===== config.mk =====
export PLATFORM = sky130hd
export DESIGN_NAME = modhex_key_normalizer
export DESIGN_NICKNAME = d
export VERILOG_FILES = /design/src/sv/mhkn_pkg.sv /design/src/sv/modhex_key_normalizer.sv /design/src/sv/mhkn_front.sv /design/src/sv/mhkn_queue.sv /design/src/sv/mhkn_back.sv
export SDC_FILE = /design/constraint.sdc
export NUM_CORES = 1
export LEC_CHECK = 0
export BUFFER_PORTS_ARGS = -buffer_cell sky130_fd_sc_hd__buf_4
export CAP_MARGIN = 10
export CORE_ASPECT_RATIO = 1.4
export CORE_UTILIZATION = 26
export CTS_CLUSTER_DIAMETER = 30
export DETAILED_ROUTE_END_ITERATION = 8
export PLACE_DENSITY = 0.39
export SLEW_MARGIN = 5
export SYNTH_ARGS = -nofsm -noshare
export SYNTH_HDL_FRONTEND = slang
export SYNTH_SLANG_ARGS = --single-unit

===== constraint.sdc =====
create_clock -name clk -period 6.35 [get_ports clk]
set_input_delay 0.3175 -clock clk [delete_from_list [all_inputs] [get_ports clk]]
set_output_delay 0.3175 -clock clk [all_outputs]
set_load 0.02 [all_outputs]

===== src/sv/mhkn_pkg.sv =====
package mhkn_pkg;

  // Key size in bytes; the key carries two modhex characters per byte
  localparam int KEY_BYTES  = 32;
  localparam int PLAIN_LEN  = 2 * KEY_BYTES;
  localparam int DASHED_LEN = 2 * KEY_BYTES + (2 * KEY_BYTES - 1) / 8;

  // Position counter: wide enough for the dashed length at the largest key
  localparam int POS_W   = 8;
  localparam int MODE_POS = 8;   // the character here fixes the format
  localparam int GROUP_W = 4;    // position within a group of nine
  localparam int DASH_SLOT = 8;  // last place of a group of nine holds the dash

  localparam logic [7:0] DASH_CHAR = 8'h2D;

  // Queue between front and back
  localparam int QDEPTH = 4;
  localparam int QPTR_W = $clog2(QDEPTH);
  localparam int QCNT_W = $clog2(QDEPTH + 1);

  typedef enum logic [1:0] {
    MODE_UNDECIDED,
    MODE_PLAIN,
    MODE_DASHED
  } mode_t;

  // One queue entry: a character, its last and error flags, plus a request for a trailing dash
  typedef struct packed {
    logic [7:0] ch;
    logic       last;
    logic       err;
    logic       add_dash;
  } entry_t;

  localparam logic [7:0] MH_ALPHA [16] = '{
    8'h63, 8'h62, 8'h64, 8'h65, 8'h66, 8'h67, 8'h68, 8'h69,
    8'h6A, 8'h6B, 8'h6C, 8'h6E, 8'h72, 8'h74, 8'h75, 8'h76
  };

  // True for a modhex letter in either case
  function automatic logic mh_is_modhex(logic [7:0] c);
    logic hit;
    hit = 1'b0;
    for (int i = 0; i < 16; i++) begin
      if (c == MH_ALPHA[i] || c == (MH_ALPHA[i] - 8'd32)) hit = 1'b1;
    end
    return hit;
  endfunction

endpackage


===== src/sv/modhex_key_normalizer.sv =====
// Modhex recovery key normalizer.
// Input channel: one ASCII character per transaction (in_char, in_last),
// taken when push is high and full is low. in_last marks the end of a key.
// Result channel: the oldest result sits on out_char/out_last/key_error
// while empty is low; it is taken when pop is high and empty is low.
// Each modhex character comes out in lower case; a dash follows every group
// of eight but the last. Dashes of the input are consumed, not forwarded.
// The final result carries out_last and key_error; on error out_char is zero
// and the consumer drops the key's earlier results.
// Path: a taken character enters the queue, then the output register; a
// trailing dash goes out from the output register after it. Input takes one
// character per cycle while full is low; the output register emits one result
// per cycle while pop is high, so a dash at a group end delays the next character.
// A four-entry queue between the checker and the output stage absorbs
// stalls; when the receiver holds off pop, the queue fills and full rises.
// Reset (synchronous) empties the queue and output and starts a new key.
module modhex_key_normalizer import mhkn_pkg::*; (
  input  logic       clk,
  input  logic       rst,
  input  logic       push,
  output logic       full,
  input  logic [7:0] in_char,
  input  logic       in_last,
  output logic       empty,
  input  logic       pop,
  output logic [7:0] out_char,
  output logic       out_last,
  output logic       key_error
);

  entry_t wr_entry;
  entry_t rd_entry;
  logic   q_push;
  logic   q_pop;
  logic   q_full;
  logic   q_empty;

  assign full = q_full;

  // Character checking and state tracking
  mhkn_front u_front (
    .clk      (clk),
    .rst      (rst),
    .in_valid (push),
    .in_char  (in_char),
    .in_last  (in_last),
    .q_full   (q_full),
    .q_push   (q_push),
    .q_entry  (wr_entry)
  );

  // Decoupling queue
  mhkn_queue u_queue (
    .clk      (clk),
    .rst      (rst),
    .push     (q_push),
    .wr_entry (wr_entry),
    .full     (q_full),
    .pop      (q_pop),
    .rd_entry (rd_entry),
    .empty    (q_empty)
  );

  // Result emission with dash insertion
  mhkn_back u_back (
    .clk       (clk),
    .rst       (rst),
    .q_valid   (!q_empty),
    .q_entry   (rd_entry),
    .q_pop     (q_pop),
    .empty     (empty),
    .pop       (pop),
    .out_char  (out_char),
    .out_last  (out_last),
    .key_error (key_error)
  );

endmodule


===== src/sv/mhkn_front.sv =====
module mhkn_front import mhkn_pkg::*; (
  input  logic       clk,
  input  logic       rst,
  input  logic       in_valid,
  input  logic [7:0] in_char,
  input  logic       in_last,
  input  logic       q_full,
  output logic       q_push,
  output entry_t     q_entry
);

  logic [POS_W-1:0]   pos;
  logic [POS_W-1:0]   mcnt;
  logic [GROUP_W-1:0] slot;
  mode_t              mode;
  logic               err_seen;

  logic               accept;
  mode_t              mode_eff;
  logic               dashed;
  logic               dash_slot;
  logic               is_mh;
  logic               hit;
  logic               bad;
  logic               err_next;
  logic               final_err;
  logic [POS_W-1:0]   len;
  logic [POS_W-1:0]   m;
  logic [POS_W:0]     pos_inc;
  logic [POS_W:0]     m_inc;
  logic [7:0]         lower;

  assign accept = in_valid && !q_full;

  // Classify the incoming character against the current position and format
  always_comb begin
    mode_eff = mode;
    if (pos == POS_W'(MODE_POS) && mode == MODE_UNDECIDED) begin
      mode_eff = (in_char == DASH_CHAR) ? MODE_DASHED : MODE_PLAIN;
    end
    dashed    = (mode_eff == MODE_DASHED);
    dash_slot = dashed && (slot == GROUP_W'(DASH_SLOT));
    len       = dashed ? POS_W'(DASHED_LEN) : POS_W'(PLAIN_LEN);
    is_mh     = mh_is_modhex(in_char);
    hit       = !dash_slot && is_mh;
    bad       = dash_slot ? (in_char != DASH_CHAR) : !is_mh;
    err_next  = err_seen || (pos >= len) || bad;
    pos_inc   = {1'b0, pos} + 1'b1;
    final_err = err_next || (pos_inc != {1'b0, len}) || !hit;
    m         = dashed ? mcnt : pos;
    m_inc     = {1'b0, m} + 1'b1;
    lower     = in_char | 8'h20;
  end

  // Build the queue entry; a final character always pushes, while errored or silent ones before it push nothing
  always_comb begin
    q_entry = '0;
    q_push  = 1'b0;
    if (in_last) begin
      q_push        = accept;
      q_entry.ch    = final_err ? 8'h00 : lower;
      q_entry.last  = 1'b1;
      q_entry.err   = final_err;
    end else begin
      q_push           = accept && !err_next && hit;
      q_entry.ch       = lower;
      q_entry.add_dash = (m[2:0] == 3'd7) && (m_inc < (POS_W + 1)'(PLAIN_LEN));
    end
  end

  // Key state: position counters, format and sticky error
  always_ff @(posedge clk) begin
    if (rst) begin
      pos      <= '0;
      mcnt     <= '0;
      slot     <= '0;
      mode     <= MODE_UNDECIDED;
      err_seen <= 1'b0;
    end else if (accept) begin
      if (in_last) begin
        pos      <= '0;
        mcnt     <= '0;
        slot     <= '0;
        mode     <= MODE_UNDECIDED;
        err_seen <= 1'b0;
      end else begin
        mode     <= mode_eff;
        err_seen <= err_next;
        if (pos != {POS_W{1'b1}}) begin
          pos  <= pos_inc[POS_W-1:0];
          slot <= (slot == GROUP_W'(DASH_SLOT)) ? '0 : slot + 1'b1;
          if (slot != GROUP_W'(DASH_SLOT)) mcnt <= mcnt + 1'b1;
        end
      end
    end
  end

endmodule


===== src/sv/mhkn_queue.sv =====
module mhkn_queue import mhkn_pkg::*; (
  input  logic   clk,
  input  logic   rst,
  input  logic   push,
  input  entry_t wr_entry,
  output logic   full,
  input  logic   pop,
  output entry_t rd_entry,
  output logic   empty
);

  entry_t              slots [QDEPTH];
  logic [QPTR_W-1:0]   wr_ptr;
  logic [QPTR_W-1:0]   rd_ptr;
  logic [QCNT_W-1:0]   count;
  logic                do_push;
  logic                do_pop;

  assign full     = (count == QCNT_W'(QDEPTH));
  assign empty    = (count == '0);
  assign do_push  = push && !full;
  assign do_pop   = pop && !empty;
  assign rd_entry = slots[rd_ptr];

  // Entry storage
  always_ff @(posedge clk) begin
    if (do_push) slots[wr_ptr] <= wr_entry;
  end

  // Pointers and occupancy
  always_ff @(posedge clk) begin
    if (rst) begin
      wr_ptr <= '0;
      rd_ptr <= '0;
      count  <= '0;
    end else begin
      if (do_push) wr_ptr <= (wr_ptr == QPTR_W'(QDEPTH - 1)) ? '0 : wr_ptr + 1'b1;
      if (do_pop)  rd_ptr <= (rd_ptr == QPTR_W'(QDEPTH - 1)) ? '0 : rd_ptr + 1'b1;
      if (do_push && !do_pop)      count <= count + 1'b1;
      else if (!do_push && do_pop) count <= count - 1'b1;
    end
  end

endmodule


===== src/sv/mhkn_back.sv =====
module mhkn_back import mhkn_pkg::*; (
  input  logic       clk,
  input  logic       rst,
  input  logic       q_valid,
  input  entry_t     q_entry,
  output logic       q_pop,
  output logic       empty,
  input  logic       pop,
  output logic [7:0] out_char,
  output logic       out_last,
  output logic       key_error
);

  logic out_valid;
  logic dash_pend;
  logic load;

  assign empty = !out_valid;
  assign load  = !out_valid || pop;
  assign q_pop = load && !dash_pend && q_valid;

  // Output register; a pending dash goes out before the next queue entry
  always_ff @(posedge clk) begin
    if (rst) begin
      out_valid <= 1'b0;
      dash_pend <= 1'b0;
    end else if (load) begin
      if (dash_pend) begin
        out_valid <= 1'b1;
        dash_pend <= 1'b0;
        out_char  <= DASH_CHAR;
        out_last  <= 1'b0;
        key_error <= 1'b0;
      end else if (q_valid) begin
        out_valid <= 1'b1;
        dash_pend <= q_entry.add_dash;
        out_char  <= q_entry.ch;
        out_last  <= q_entry.last;
        key_error <= q_entry.err;
      end else begin
        out_valid <= 1'b0;
      end
    end
  end

endmodule


==> flow_summary.yaml <==
power_and_ir_drop:
  p_sw_frac: 0.2905
  internal_power_mw: 1.181
  leakagePower_nw: 1.642
  p_seq_frac: 0.452
  ir_worst_vdd_mv: 0.1370
  p_total_mw: 1.665
  power_frac_clock: 0.327
  combPwrFrac: 0.221
  power_switching_mw: 0.4836
  powerDensity_mw_per_mm2: 354.8
critical_path:
  crit_path_frequent_cell: "ha_1"
  crit_arrival_ps: 4290
  worstPathRequired_ps: 6620
  r2r_start: "u_front.pos[6]"
  cp_cell_sequence: "or4_4 > o41a_1 > ha_1 > nor2b_1 > o211ai_1 > nand3_1 > o21ai_0 > and2_1 > ha_1 > inv_1 > fa_1 > xor2_1 > or3_1 > a21oi_1"
  crit_path_end_kind: "flip-flop"
  crit_fanout: 12
  worst-setup-path-type: "flip-flop to flip-flop"
  max_stage_delay_ps: 550
  worst_setup_path_start_kind: "flip-flop"
  worstRegToRegCells: 14
  endpoint: "u_queue.count[2]"
  worstReg2RegEnd: "u_queue.count[2]"
  cp_slowest_cell: "or4_4"
  r2r_setup_slack_ps: 2340
  crit_start: "u_front.pos[6]"
yosys:
  yosysUniqueCellTypes: 53
  synth_cells: 331
  avgSynthCellArea_um2: 12.14
  synth_area_leaders: "edfxtp_1, dfxtp_1, mux4_2"
  netlist_top_cells_count: "edfxtp_1, nor2_1, dfxtp_1, a21oi_1"
  synth_ff_type: "edfxtp_1"
  synth_top_area_share: 0.4036
  syn_nets: 359
  yosysMostFrequentCell: "edfxtp_1"
  netlist_area_mm2: 0.004018
  ys_ff_latch: 88
  yosysTopAreaCell: "edfxtp_1"
  ys_seq_area_frac: 0.5730
  async_reset_ff_frac: 0
  ys_warn_count: 0
  synth_edf_count: 54
drt:
  antenna_left: 0
  wl_met3_um: 197
  dr_wl_met2_mm: 4.604
  wl_mm: 8.427
  drt-vias-per-instance: 4.622
  vias: 2542
  drtIter0Drc: 64
  route.detailed.drc: 0
  wl_per_cell_um: 15.32
  met1Wirelength_mm: 3.481
  first_pass_iters: 4
  highest_layer: "met4"
final_layout:
  drive_above_1_share: 0.1955
  antenna_cells: 0
  seq_area_mm2: 0.002302
  fill_cells: 1497
  multi_input_area_mm2: 0.001599
  area_growth_pct: 16.79
  nNetsFinal: 381
timing:
  final_max_slew_viol_count: 0
  fmax_ghz: 0.2492
  timing.final.hold_violations: 0
  fin_worst_skew_ps: 7.916
  setup_tns_ps: 0
  fin_crit_ps: 4012
  setup_viol: 0
  post-route-period-util: 0.6319
  worstMarginPinSlew_ps: 926.3
  grt_setup_unrepaired: "no"
  slew_headroom: 0.3783
clock_tree:
  cts_sinks: 88
  clock_path_buffers: 2
  clk_pin_slew_ps: 70
  clkLatencyLatePin_ps: 340
  htreeDepth: 3
  postCtsSetupBuffers: 0
  cts_resized: 0
  hold_buffers: 0
  cts_buffers: 9
  cts_tree: "done"
  root_buffer: "clkbuf_16"
outcome:
  status: "finished clean"
floorplanning:
  ios: 25
  die_x_um: 107.1
  core_mm2: 0.01505
  fp.dieH_um: 149.1
  die-area_mm2: 0.01596
  initial_utilization: 0.2669
  rows: 53
global_route:
  grt_pass1_vias: 2583
  grtUsageTotal: 0.1163
  grt_max_degree: 28
  grt_antenna_before_repair: 0
  grt_pass1_wl_mm: 13.86
  grt_overflow_total: 0
placed_design:
  gp_congestion: 0.7401
  dp_hpwl_mm: 5.960
  io_buffer_count: 24
flow_run:
  maxCapViolCount: 0
worst_hold_path:
  min_path_type: "primary input to flip-flop"
[cells in the final DEF (no fill, tap or decap), types with 9 or more instances in the layout]
cell type and n:
a21oi_1 15, buf_4 26, clkbuf_16 9, dfxtp_1 34, edfxtp_1 54, ha_1 14
inv_1 13, mux4_2 11, nand2_1 13, nand3_1 9, nor2_1 36, nor2b_1 9
nor3_1 14
[per-layer routing]
layer  track usage  vias to the layer above
met1        0.1248                     1246
li1              -                     1260
met4       0.04521                        0
met3       0.02709                       12
met2        0.2174                       24
met5             0                        -
[state kept, by name, indices dropped and copies added, names as in the netlist, named ones only]
signal / count
u_front.slot: 4
u_back.key_error: 1
u_front.mcnt: 8
u_front.err_seen: 1
u_front.mode: 2
u_back.out_valid: 1
u_back.out_char: 8
u_front.pos: 8
u_queue.count: 3
u_queue.slots: 44
u_queue.rd_ptr: 2
u_queue.wr_ptr: 2
u_back.out_last: 1
u_back.dash_pend: 1
[through the flow]
step	instance area [um^2]	utilization	hold WS (ps)	setup slack (ps)	instances
finish	4692	0.3117	300.6	2338	550
global route	4692	0.3117	301.4	1997	550
CTS	4692	0.3117	289.2	2310	550
detailed placement	4389	0.2916	489.6	2269	534
global placement	4389	0.2916	477.2	2337	534
floorplan	4018	-	416.4	2542	331
[critical path: cells and delay by family, from the launching register on]
family / cells / cell delay [ps]
AOI/OAI and AO/OA: 4 / 920
xor gates and xnor gates: 1 / 170
adders and majority gates: 3 / 930
buffers and inverters: 1 / 60
DFF: 1 / 440
and+or+nand+nor: 5 / 1410
[how the worst min path moves through the flow]
stage	start	end	slack, ps	cells past startpoint
3_5_place_dp	u_front.mode[1]	u_front.mode[1]	490	2
2_1_floorplan	in_last	u_queue.slots[0][2]	420	0
5_1_grt	in_last	u_queue.slots[3][2]	300	1
4_1_cts	in_last	u_queue.slots[2][2]	290	1
3_3_place_gp	u_front.mode[1]	u_front.mode[1]	480	2
6_report	in_last	u_queue.slots[1][2]	300	1
[layout make-up]
class | instances | share of cell area
clock buffer | 9 | 0.04800
clock inverter | 7 | 0.01653
inverter | 14 | 0.01120
multi-input combinational | 214 | 0.3408
sequential | 88 | 0.4907
tap | 192 | 0.05120
timing repair buffer | 26 | 0.04160
[power by group through the flow]
| stage | sequential (mW) | clock (mW) | combinational [mW] |
|---|---|---|---|
| finish | 0.752 | 0.545 | 0.368 |
| global route | 0.768 | 0.583 | 0.412 |
| global placement | 0.770 | 0 | 0.376 |
| detailed placement | 0.770 | 0 | 0.376 |
| floorplan | 0.756 | 0 | 0.266 |
| CTS | 0.757 | 0.562 | 0.378 |
[logic make-up after synthesis]
| group | synth area share |
|---|---|
| AO/OA/AOI/OAI | 0.08222 |
| buffers and inverters | 0.02896 |
| flip-flops | 0.5730 |
| multiplexers | 0.07443 |
| AND/OR/NAND/NOR | 0.1710 |
| XOR/XNOR | 0.02180 |
| adder cells (fa/ha/maj) | 0.04858 |
No activity file was read; power rests on OpenSTA's default activity.
